**src/rtl/core/kfi_pkg.sv**
```systemverilog
package kfi_pkg;

   // Field widths of the channels and registers.
   localparam int FRAME_BITS    = 16;
   localparam int FRACTION_BITS = 16;
   localparam int TIME_BITS     = 32;
   localparam int RATE_BITS     = 16;
   localparam int MODE_BITS     = 2;

   // Frame position is time times rate, with 24 fractional bits.
   localparam int POS_BITS      = TIME_BITS + RATE_BITS;
   localparam int POS_FRAC_BITS = 24;
   localparam int WHOLE_BITS    = POS_BITS - POS_FRAC_BITS;

   // The modulo unit retires DIGIT_BITS quotient bits per pipeline stage.
   localparam int DIGIT_BITS    = 4;
   localparam int MOD_STAGES    = WHOLE_BITS / DIGIT_BITS;
   localparam int DIV_BITS      = FRAME_BITS + 1;

   // Configuration port.
   localparam int CSR_INDEX_BITS = 2;
   localparam int CSR_DATA_BITS  = (FRAME_BITS > RATE_BITS) ? FRAME_BITS : RATE_BITS;

   localparam logic [CSR_INDEX_BITS-1:0] CSR_PLAY_MODE      = 2'd0;
   localparam logic [CSR_INDEX_BITS-1:0] CSR_INTERVAL_COUNT = 2'd1;
   localparam logic [CSR_INDEX_BITS-1:0] CSR_FRAME_RATE     = 2'd2;

   // Play modes.
   localparam logic [MODE_BITS-1:0] MODE_LOOP   = 2'd0;
   localparam logic [MODE_BITS-1:0] MODE_SINGLE = 2'd1;
   localparam logic [MODE_BITS-1:0] MODE_MIRROR = 2'd2;

   // Reset value of the frame rate: 30 frames per second in Q8.8.
   localparam logic [RATE_BITS-1:0] RATE_RESET = 16'd7680;

endpackage

```
**src/rtl/core/kfi_if.sv**
```systemverilog
// Request channel: one playback time per beat.
interface kfi_req_if;
   logic                            valid;
   logic                            ready;
   logic [kfi_pkg::TIME_BITS-1:0]   play_time;

   modport source (output valid, output play_time, input ready);
   modport sink   (input valid, input play_time, output ready);
endinterface

// Response channel: one keyframe pair and blend weight per beat.
interface kfi_rsp_if;
   logic                              valid;
   logic                              ready;
   logic [kfi_pkg::FRAME_BITS-1:0]    first_frame;
   logic [kfi_pkg::FRAME_BITS-1:0]    second_frame;
   logic [kfi_pkg::FRACTION_BITS:0]   fraction;

   modport source (output valid, output first_frame, output second_frame,
                   output fraction, input ready);
   modport sink   (input valid, input first_frame, input second_frame,
                   input fraction, output ready);
endinterface

```
**src/rtl/core/keyframe_interpolation_index.sv**
```systemverilog
// Keyframe interpolation index.
// A request beat carries a playback time (unsigned Q16.16 seconds). The block
// multiplies it by the frame rate and returns, on the response channel, the
// pair of keyframes to blend and the weight of the later one (Q0.16, where
// 65536 is exactly 1.0). Loop, single-play and mirror modes are selected by
// the play_mode register; interval_count and frame_rate are set through the
// csr write port, which should only be used while no beat is in flight.
// Request acceptance leads to response valid through one stage for the 32x16
// multiplier, six stages of the modulo unit (4 position bits each, 24 bits of
// integer frame position) and one stage for the mirror fold, the end clamp and
// the output register. Without a stall, a new beat is accepted every cycle.
// Each stage carries its own valid bit and holds only when the stage after it
// is full, so a stalled receiver backs the pipeline up one stage at a time and
// req ready falls only once all eight stages hold a beat.
// Synchronous reset empties the pipeline and sets loop mode, zero frames and
// a rate of 30 frames per second.
module keyframe_interpolation_index (
   input  logic                                clock,
   input  logic                                reset,
   kfi_req_if.sink                             req_bus,
   kfi_rsp_if.source                           rsp_bus,
   input  logic                                csr_write_enable,
   input  logic [kfi_pkg::CSR_INDEX_BITS-1:0]  csr_index,
   input  logic [kfi_pkg::CSR_DATA_BITS-1:0]   csr_write_data
);
   import kfi_pkg::*;

   localparam logic [FRACTION_BITS:0] FRAC_ONE = {1'b1, {FRACTION_BITS{1'b0}}};

   // Configuration registers.
   logic [MODE_BITS-1:0]  play_mode_ff;
   logic [FRAME_BITS-1:0] interval_count_ff;
   logic [RATE_BITS-1:0]  frame_rate_ff;

   // Pipeline stages: index 0 holds the product, 1..MOD_STAGES the remainder.
   logic                     stg_valid_ff [0:MOD_STAGES];
   logic [DIV_BITS-1:0]      stg_rem_ff   [0:MOD_STAGES];
   logic [WHOLE_BITS-1:0]    stg_whole_ff [0:MOD_STAGES];
   logic [FRACTION_BITS-1:0] stg_frac_ff  [0:MOD_STAGES];
   logic [DIV_BITS-1:0]      stg_rem_in   [0:MOD_STAGES];
   logic                     stg_load     [0:MOD_STAGES];

   // Output register.
   logic                     out_valid_ff;
   logic [FRAME_BITS-1:0]    out_first_ff;
   logic [FRAME_BITS-1:0]    out_second_ff;
   logic [FRACTION_BITS:0]   out_frac_ff;
   logic [FRAME_BITS-1:0]    out_first_in;
   logic [FRAME_BITS-1:0]    out_second_in;
   logic [FRACTION_BITS:0]   out_frac_in;
   logic                     out_load;

   logic [POS_BITS-1:0]      position;
   logic [DIV_BITS-1:0]      divisor;

   // Configuration writes; unknown indices are ignored.
   always_ff @(posedge clock) begin
      if (reset) begin
         play_mode_ff      <= MODE_LOOP;
         interval_count_ff <= '0;
         frame_rate_ff     <= RATE_RESET;
      end else if (csr_write_enable) begin
         case (csr_index)
            CSR_PLAY_MODE: begin
               play_mode_ff <= csr_write_data[MODE_BITS-1:0];
            end
            CSR_INTERVAL_COUNT: begin
               interval_count_ff <= csr_write_data[FRAME_BITS-1:0];
            end
            CSR_FRAME_RATE: begin
               frame_rate_ff <= csr_write_data[RATE_BITS-1:0];
            end
            default: begin
            end
         endcase
      end
   end

   // A stage may load when it is empty or the stage after it is loading.
   always_comb begin
      out_load = !out_valid_ff || rsp_bus.ready;
      stg_load[MOD_STAGES] = !stg_valid_ff[MOD_STAGES] || out_load;
      for (int k = MOD_STAGES - 1; k >= 0; k--) begin
         stg_load[k] = !stg_valid_ff[k] || stg_load[k+1];
      end
   end

   assign req_bus.ready = stg_load[0];

   // Frame position and the modulus (twice the frame count when mirroring).
   assign position = POS_BITS'(req_bus.play_time) * POS_BITS'(frame_rate_ff);
   assign divisor  = (play_mode_ff == MODE_MIRROR) ? {interval_count_ff, 1'b0}
                                                   : {1'b0, interval_count_ff};

   // Restoring remainder: each stage shifts in DIGIT_BITS bits of the position.
   always_comb begin
      logic [DIV_BITS:0] part;
      logic [DIV_BITS-1:0] rem;
      stg_rem_in[0] = '0;
      for (int k = 1; k <= MOD_STAGES; k++) begin
         rem = stg_rem_ff[k-1];
         for (int j = 0; j < DIGIT_BITS; j++) begin
            part = {rem, stg_whole_ff[k-1][WHOLE_BITS - 1 - (k - 1) * DIGIT_BITS - j]};
            if (part >= {1'b0, divisor}) begin
               part = part - {1'b0, divisor};
            end
            rem = part[DIV_BITS-1:0];
         end
         stg_rem_in[k] = rem;
      end
   end

   // Pipeline registers: valid bits are reset, payload is not.
   always_ff @(posedge clock) begin
      if (reset) begin
         for (int k = 0; k <= MOD_STAGES; k++) begin
            stg_valid_ff[k] <= 1'b0;
         end
      end else begin
         if (stg_load[0]) begin
            stg_valid_ff[0] <= req_bus.valid;
         end
         for (int k = 1; k <= MOD_STAGES; k++) begin
            if (stg_load[k]) begin
               stg_valid_ff[k] <= stg_valid_ff[k-1];
            end
         end
      end
   end

   always_ff @(posedge clock) begin
      if (stg_load[0]) begin
         stg_rem_ff[0]   <= stg_rem_in[0];
         stg_whole_ff[0] <= position[POS_BITS-1:POS_FRAC_BITS];
         stg_frac_ff[0]  <= position[POS_FRAC_BITS-1 -: FRACTION_BITS];
      end
      for (int k = 1; k <= MOD_STAGES; k++) begin
         if (stg_load[k]) begin
            stg_rem_ff[k]   <= stg_rem_in[k];
            stg_whole_ff[k] <= stg_whole_ff[k-1];
            stg_frac_ff[k]  <= stg_frac_ff[k-1];
         end
      end
   end

   // Final stage: pick the pair per mode, fold for mirror, clamp for single.
   always_comb begin
      logic [DIV_BITS-1:0] rem;
      logic [DIV_BITS-1:0] rem_next;
      logic [DIV_BITS-1:0] fold_a;
      logic [DIV_BITS-1:0] fold_b;
      logic [DIV_BITS-1:0] span;
      rem      = stg_rem_ff[MOD_STAGES];
      rem_next = rem + 1'b1;
      span     = {interval_count_ff, 1'b0};
      fold_a   = (rem <= {1'b0, interval_count_ff}) ? rem : span - rem;
      fold_b   = (rem_next <= {1'b0, interval_count_ff}) ? rem_next : span - rem_next;
      out_first_in  = '0;
      out_second_in = '0;
      out_frac_in   = '0;
      if (interval_count_ff != '0) begin
         case (play_mode_ff)
            MODE_LOOP: begin
               out_first_in  = rem[FRAME_BITS-1:0];
               out_second_in = rem[FRAME_BITS-1:0] + 1'b1;
               out_frac_in   = {1'b0, stg_frac_ff[MOD_STAGES]};
            end
            MODE_SINGLE: begin
               if (stg_whole_ff[MOD_STAGES] >= WHOLE_BITS'(interval_count_ff)) begin
                  out_first_in  = interval_count_ff - 1'b1;
                  out_second_in = interval_count_ff;
                  out_frac_in   = FRAC_ONE;
               end else begin
                  out_first_in  = stg_whole_ff[MOD_STAGES][FRAME_BITS-1:0];
                  out_second_in = stg_whole_ff[MOD_STAGES][FRAME_BITS-1:0] + 1'b1;
                  out_frac_in   = {1'b0, stg_frac_ff[MOD_STAGES]};
               end
            end
            MODE_MIRROR: begin
               out_first_in  = fold_a[FRAME_BITS-1:0];
               out_second_in = fold_b[FRAME_BITS-1:0];
               out_frac_in   = {1'b0, stg_frac_ff[MOD_STAGES]};
            end
            default: begin
            end
         endcase
      end
   end

   // Output register: holds its beat until the receiver takes it.
   always_ff @(posedge clock) begin
      if (reset) begin
         out_valid_ff <= 1'b0;
      end else if (out_load) begin
         out_valid_ff <= stg_valid_ff[MOD_STAGES];
      end
   end

   always_ff @(posedge clock) begin
      if (out_load) begin
         out_first_ff  <= out_first_in;
         out_second_ff <= out_second_in;
         out_frac_ff   <= out_frac_in;
      end
   end

   assign rsp_bus.valid        = out_valid_ff;
   assign rsp_bus.first_frame  = out_first_ff;
   assign rsp_bus.second_frame = out_second_ff;
   assign rsp_bus.fraction     = out_frac_ff;

   // An empty output register never holds off the request side.
   a_ready_when_out_empty: assert property (@(posedge clock) disable iff (reset)
      !out_valid_ff |-> req_bus.ready)
      else $error("request ready low while output register is empty");

   // Every accepted beat lands in the first stage.
   a_accept_fills_stage0: assert property (@(posedge clock) disable iff (reset)
      req_bus.valid && req_bus.ready |=> stg_valid_ff[0])
      else $error("accepted beat did not enter the pipeline");

   // The weight never exceeds one.
   a_fraction_range: assert property (@(posedge clock) disable iff (reset)
      rsp_bus.valid |-> rsp_bus.fraction <= FRAC_ONE)
      else $error("fraction above 1.0");

   // A full weight only comes from the end clamp, which gives adjacent frames.
   a_clamp_pair: assert property (@(posedge clock) disable iff (reset)
      rsp_bus.valid && rsp_bus.fraction[FRACTION_BITS] |->
         rsp_bus.second_frame == FRAME_BITS'(rsp_bus.first_frame + 1'b1))
      else $error("clamped result is not an adjacent frame pair");

endmodule

```
**src/flat_wrapper.sv**
```systemverilog
// flat-port wrapper written by rule: the top's interface ports become plain ports
module keyframe_interpolation_index_flat import kfi_pkg::*;
  (clock, reset, csr_write_enable, csr_index, csr_write_data, req_bus_valid, req_bus_play_time, req_bus_ready, rsp_bus_valid, rsp_bus_first_frame, rsp_bus_second_frame, rsp_bus_fraction, rsp_bus_ready);
  kfi_req_if req_bus_i ();
  kfi_rsp_if rsp_bus_i ();
  input  logic clock;
  input  logic reset;
  input  logic csr_write_enable;
  input  logic [kfi_pkg::CSR_INDEX_BITS-1:0] csr_index;
  input  logic [kfi_pkg::CSR_DATA_BITS-1:0] csr_write_data;
  input wire logic [$bits(req_bus_i.valid)-1:0] req_bus_valid;
  input wire logic [$bits(req_bus_i.play_time)-1:0] req_bus_play_time;
  output wire logic [$bits(req_bus_i.ready)-1:0] req_bus_ready;
  output wire logic [$bits(rsp_bus_i.valid)-1:0] rsp_bus_valid;
  output wire logic [$bits(rsp_bus_i.first_frame)-1:0] rsp_bus_first_frame;
  output wire logic [$bits(rsp_bus_i.second_frame)-1:0] rsp_bus_second_frame;
  output wire logic [$bits(rsp_bus_i.fraction)-1:0] rsp_bus_fraction;
  input wire logic [$bits(rsp_bus_i.ready)-1:0] rsp_bus_ready;
  assign req_bus_i.valid = req_bus_valid;
  assign req_bus_i.play_time = req_bus_play_time;
  assign req_bus_ready = req_bus_i.ready;
  assign rsp_bus_valid = rsp_bus_i.valid;
  assign rsp_bus_first_frame = rsp_bus_i.first_frame;
  assign rsp_bus_second_frame = rsp_bus_i.second_frame;
  assign rsp_bus_fraction = rsp_bus_i.fraction;
  assign rsp_bus_i.ready = rsp_bus_ready;
  keyframe_interpolation_index u_core (.clock(clock), .reset(reset), .req_bus(req_bus_i), .rsp_bus(rsp_bus_i), .csr_write_enable(csr_write_enable), .csr_index(csr_index), .csr_write_data(csr_write_data));
endmodule
```
**config.mk**
```make
export PLATFORM = sky130hd
export DESIGN_NAME = keyframe_interpolation_index_flat
export DESIGN_NICKNAME = d
export VERILOG_FILES = /design/src/rtl/core/kfi_pkg.sv /design/src/rtl/core/kfi_if.sv /design/src/rtl/core/keyframe_interpolation_index.sv /design/src/flat_wrapper.sv
export SDC_FILE = /design/constraint.sdc
export NUM_CORES = 2
export LEC_CHECK = 0
export ABC_CLOCK_PERIOD_IN_PS = 12200
export BUFFER_PORTS_ARGS = -buffer_cell sky130_fd_sc_hd__buf_2
export CORE_UTILIZATION = 45
export DETAILED_ROUTE_END_ITERATION = 6
export PLACE_DENSITY_LB_ADDON = 0.15
export SYNTH_ARGS = -nofsm -noshare
export SYNTH_HDL_FRONTEND = slang
export SYNTH_SLANG_ARGS = --single-unit
```
**constraint.sdc**
```tcl
create_clock -name clock -period 12.2 [get_ports clock]
set_clock_uncertainty 0.1 [all_clocks]
set_input_delay 1.22 -clock clock [delete_from_list [all_inputs] [get_ports clock]]
set_output_delay 1.22 -clock clock [all_outputs]
set_load 0.005 [all_outputs]
```
After elaboration in Yosys (flattened, before gate mapping)
Memories as Yosys holds them, arrays and structs flattened.
Index checks and enable logic that the tools add are counted.
{"block": "totals", "out_inout_bits": 51, "memories": 4, "ramBits": 406, "word_cells": 173, "register_bits": 84}
{"name": "u_core.stg_whole_ff", "words": 7, "width": 24, "read_ports": 7, "rd_clocked_by_memory_dff": 0, "wr": 7, "line": "keyframe_interpolation_index.sv:38", "text": "logic [WHOLE_BITS-1:0] stg_whole_ff [0:MOD_STAGES];"}
{"name": "u_core.stg_rem_ff", "words": 7, "width": 17, "read_ports": 7, "rd_clocked_by_memory_dff": 0, "wr": 7, "line": "keyframe_interpolation_index.sv:37", "text": "logic [DIV_BITS-1:0] stg_rem_ff [0:MOD_STAGES];"}
{"name": "u_core.stg_frac_ff", "words": 7, "width": 16, "read_ports": 7, "rd_clocked_by_memory_dff": 0, "wr": 7, "line": "keyframe_interpolation_index.sv:39", "text": "logic [FRACTION_BITS-1:0] stg_frac_ff [0:MOD_STAGES];"}
{"name": "u_core.stg_valid_ff", "words": 7, "width": 1, "read_ports": 7, "rd_clocked_by_memory_dff": 0, "wr": 7, "line": "keyframe_interpolation_index.sv:36", "text": "logic stg_valid_ff [0:MOD_STAGES];"}
{"block": "classes", "muxes": 70, "n_mul": 1, "n_eq_ne": 4, "magnitude_cmp": 27, "bitwise_logic": 7, "reduce_logical": 23, "addsub": 30}
{"cell": "$mux 17", "n": 26}
{"cell": "$ge 18x17->1", "n": 24}
{"cell": "$sub 17x17->17", "n": 24}
{"cell": "$pmux 16 s3", "n": 2}
{"cell": "$mux 16", "n": 4}
{"cell": "$mul 32x16->48", "n": 1}
{"cell": "$mux 1", "n": 37}
{"cell": "$le 17x16->1", "n": 2}
{"cell": "$pmux 17 s2", "n": 1}
{"cell": "$add 16x1->16 const B", "n": 2}
{"cell": "$sub 16x16->16", "n": 2}
{"cell": "$ge 24x16->1", "n": 1}
{"cell": "$add 17x1->17 const B", "n": 1}
{"cell": "$reduce_bool 16->1", "n": 1}
{"cell": "$sub 16x1->16 const B", "n": 1}
{"cell": "$logic_not 1->1", "n": 8}
{"cell": "$logic_or 1x1->1", "n": 8}
{"cell": "$or 1x1->1", "n": 7}
{"cell": "$reduce_and 2->1", "n": 3}
{"cell": "$eq 2x1->1 const B", "n": 2}
{"cell": "$eq 2x2->1 const B", "n": 2}
{"cell": "$logic_not 2->1", "n": 2}
{"cell": "$reduce_or 2->1", "n": 1}

Longest topological paths before layout
{"block": "logic_depth", "depth_word": 13, "mapped_depth": 56}

Worst setup path before layout
Ideal clock, no wire load.
{"block": "synth_timing", "kind": "flip-flop to flip-flop", "startpoint": "register u_core.play_mode_ff[1]", "endpoint": "memory u_core.stg_rem_ff[6][14] (netlist bit) (data pin)", "period_less_slack_ns": 12.878, "n_path_buf": 8, "setup_ns": 0.260, "required_ns": 11.840, "path_slack_ns": -0.678, "path_stages_with_launch": 49, "t_arrival_ns": 12.517, "cell_sequence": "dfxtp_1 > nor2b_1 > clkbuf_1 > nand2_1 > a21boi_0 > ha_1 > a21o_1 > maj3_2 > a311o_1 > o41a_4 > a221oi_4 > buf_4 > clkbuf_1 > o21ai_0 > ha_1 > and2_1 > a221o_1 > a2111oi_0 > [13 not listed] > o21ai_0 > o311ai_0 > a221oi_2 > nand2_1 > buf_2 > clkbuf_1 > o21ai_0 > fa_1 > nor2b_1 > o21ai_0 > and3_1 > nor2_1 > a211oi_2 > o21ai_1 > o31ai_4 > o2111ai_4 > buf_6 > mux2_4"}
{"item": "start: declaration", "line": "keyframe_interpolation_index.sv:31", "text": "logic [MODE_BITS-1:0] play_mode_ff;"}
{"item": "start signal: assignment", "line": "keyframe_interpolation_index.sv:65", "text": "play_mode_ff <= csr_write_data[MODE_BITS-1:0];"}
{"item": "end: declaration", "line": "keyframe_interpolation_index.sv:37"}

==> run summary <==
The flop and latch count out of synthesis works out to 473. The kind of launch point of the worst setup path is a register. The run finished with clean final reports. The slowest stage of the critical path is the sky130_fd_sc_hd__o41a_4 cell.

The average instance in the mapped netlist occupies 9.038 um2. Maximum fanout along the worst path: 28. The smallest clock period supported by the final layout is computed as 11600 ps. In the final timing run, aggregate negative setup slack is 0 ps. The detailed router finished its first iteration with 3354 violations.

The run gives 0.2445 as the share of the yosys chip area belonging to registers. The most prevalent standard cell on the critical path is sky130_fd_sc_hd__a21o_1. The met3 wire length is 8.578 mm, and the post-route cell area is 62140 um2. At the later pin of the worst-skew pair, clock insertion delay measures 660 ps. During synthesis, Yosys emitted a total of 0 warnings. TritonCTS built the clock tree.

Commonest register cell after synthesis: sky130_fd_sc_hd__edfxtp_1. The most repeated cell in the gate-level netlist after synthesis is sky130_fd_sc_hd__nand2_1. The sum of met2 wire segment lengths after detailed routing was 78.22 mm; the reported max-cap violation count was 0.

Counting flops with a built-in enable in the synthesized netlist gives 438. The synthesized netlist contains 114 unique library cells. In this run the top signal layer used is met5.

The routed design has 170.7 mm of wire. Sorting the synthesized cells by area gives the leading types as sky130_fd_sc_hd__edfxtp_1 (23%), sky130_fd_sc_hd__fa_1 (16%), sky130_fd_sc_hd__ha_1 (13%), sky130_fd_sc_hd__nand2_1 (5.2%), sky130_fd_sc_hd__xnor2_1 (4.4%). The delay of the slowest cell on the worst path works out to 510 ps.

The area of the mapped netlist is 56650 um2, and the number of placed cells counting well taps is 7956. The final worst-path cycle share came out at 0.9511. Clock tree synthesis selected as its root buffer the cell sky130_fd_sc_hd__clkbuf_16. STA classifies the critical path endpoint as a register.

The number of core rows is 129. At the worst endpoint, the required time is 12500 ps. For the wire length on met1, the log shows 79.24 mm. Counting every instance in the synthesized netlist gives 6268.

Count of final hold-check violations: 0. The final count of pins violating max slew was 0; the clock-pin slew reported for the worst setup and hold paths after clock tree synthesis was 60 ps. The first global-routing pass estimated 264.4 mm of wire.

For the count of unresolved DRC violations after routing, the log shows 0. By count the netlist is led by sky130_fd_sc_hd__nand2_1 (780), sky130_fd_sc_hd__inv_1 (661), sky130_fd_sc_hd__ha_1 (573). The finished layout holds 8085 standard cells, fillers aside. The number of nets handed over by synthesis was 7337.

For this design, the CTS-stage hold fixing added 0 buffers. The layout overhead on the synthesized area is 9.680%, and the initial core utilization is 0.4558. The largest area contributor in the netlist was sky130_fd_sc_hd__edfxtp_1. The actual transition at the worst max-transition pin was 1392 ps.

The detailed-routing iteration count for the pre-antenna-repair pass was 6. The congestion estimate from routability-driven global placement came to 0.9490. The share of flip-flops with an asynchronous set or reset works out to 0.

In this run the deepest clock path goes through 3 buffers. The upper clock frequency limit is 86.18 MHz. Cell type group with the largest total delay on the critical path: compound AO/OA/AOI/OAI gates.

The fraction of layout cells with a size suffix above 1 is 0.09089. The worst path arrival time is 11900 ps. Pin placement for this block handled 106 I/O pins. The number of buffers and inverters on the critical path was 7; the die height was 356.8 um.

The logs give 53 for the number of buffers added by the clock tree synthesis step and 7472 for the net count of the finished layout. The total global routing track utilization is 0.2663, and the post-route antenna net violation count is 0. The path class of the lowest-slack min-delay path was register to register.

The routed layout has 46150 vias. The leftover overflow at the end of global routing came out at 0. The H-tree was split into 2 levels. The headroom to the max-slew limit is 0.06841, and the average wire length per cell after detail routing is 21.11 um. The logs give 8 for the initial antenna violation count and 473 for the total number of clock tree sinks.

The die covers 127300 um2. The critical setup path kind was register to register. Entering global routing, the biggest net connects 62 pins. Setup violations remaining at the end of the flow were counted as 0. The tools report the number of global-route vias before repair as 44950. The die width was 356.8 um. Once placement finished, the instance area stood at 59780 um2. Detailed placement ended at an HPWL of 131.2 mm. The number of port buffers works out to 105. The core region is 124300 um2. The area share of the leading cell type in the synthesized netlist is 0.2322.

After detailed routing, the number of vias per cell comes to 5.708.
[worst paths after layout]
check                                                          from                                   to  slack (ps)  cells past startpoint
worst max-delay path            u_core.play_mode_ff[1]$_SDFFE_PP0P_   u_core.stg_rem_ff[6][15]$_DFFE_PP_         600                     47
worst min-delay path            u_core.stg_whole_ff[5][9]$_DFFE_PP_  u_core.stg_whole_ff[6][9]$_DFFE_PP_         290                      0
worst max register to register  u_core.play_mode_ff[1]$_SDFFE_PP0P_   u_core.stg_rem_ff[6][15]$_DFFE_PP_         600                     47
worst min register to register  u_core.stg_whole_ff[5][9]$_DFFE_PP_  u_core.stg_whole_ff[6][9]$_DFFE_PP_         290                      0
[layer usage]
| layer | up-vias | GRT usage |
|---|---|---|
| met5 | - | 0 |
| met3 | 255 | 0.02515 |
| met4 | 8 | 0.07419 |
| met2 | 1232 | 0.4307 |
| met1 | 22590 | 0.3796 |
| li1 | 22070 | - |
[area by class of cell]
cell class	count	area [um2]
multi-input combinational	4924	39860
sequential	473	13860
clock inverter	39	504.2
clock buffer	60	1353
antenna	1	2.502
tap	1637	2048
fill	11760	62150
inverter	667	2512
timing repair buffer	284	1989
[sequential cells by signal, summed over array words and instances, names as in the netlist, 16 cells and up]
| name | flops |
|---|---|
| u_core.interval_count_ff | 16 |
| u_core.stg_whole_ff | 168 |
| u_core.rsp_bus.second_frame | 16 |
| u_core.stg_frac_ff | 112 |
| u_core.frame_rate_ff | 16 |
| u_core.rsp_bus.first_frame | 16 |
| u_core.stg_rem_ff | 102 |
| u_core.rsp_bus.fraction | 17 |
[metrics by stage]
step,hold slack (ps),worst slack [ps],util
6_report,291.4,596.8,0.5000
2_1_floorplan,300.3,16.58,-
4_1_cts,283.6,20.31,0.4961
3_5_place_dp,304.5,-267.2,0.4810
5_1_grt,294.2,-30.50,0.4999
3_3_place_gp,300.5,-62.59,0.4810
[worst reg2reg max path, delay by kind of cell (launching register included)]
family / cells / cell delay (ps)
fa+ha+maj: 6 / 1730
xor+xnor: 1 / 160
mux: 3 / 1040
flops: 1 / 340
buf+inv: 7 / 1300
simple gates: 6 / 980
compound gates: 24 / 5710
[cells by family after synthesis]
logic type / Yosys count / synth area share
adder cells (fa/ha/maj): 1026 / 0.2846
XOR/XNOR: 405 / 0.06261
flip-flops: 473 / 0.2445
AND/OR/NAND/NOR: 1919 / 0.1595
AO/OA/AOI/OAI: 1436 / 0.1629
multiplexers: 137 / 0.02683
buffers and inverters: 872 / 0.05899
[layout by cell type, fill, tap and decap left out, drive strengths merged, types with 284 or more instances in the layout]
cell    synthesis  final
a21oi         465    465
buf            34    284
edfxtp        438    438
fa            441    441
ha            573    573
inv           665    670
nand2         780    780
nor2          388    388
o21ai         302    302
xnor2         285    285
[what timing repair did]
| action | in CTS | in global routing |
|---|---|---|
| gates resized for setup | 5 | 45 |
| endpoints found under the hold margin | 0 | 0 |
| endpoints found under the setup margin | 24 | 85 |
| gates cloned | 1 | 0 |
| buffers inserted | 0 | 28 |
| pin swaps | 1 | 10 |
Power is left out: the tool's default activity adds up to more than one toggle a clock period on the data nets, which glitch-free logic cannot reach.
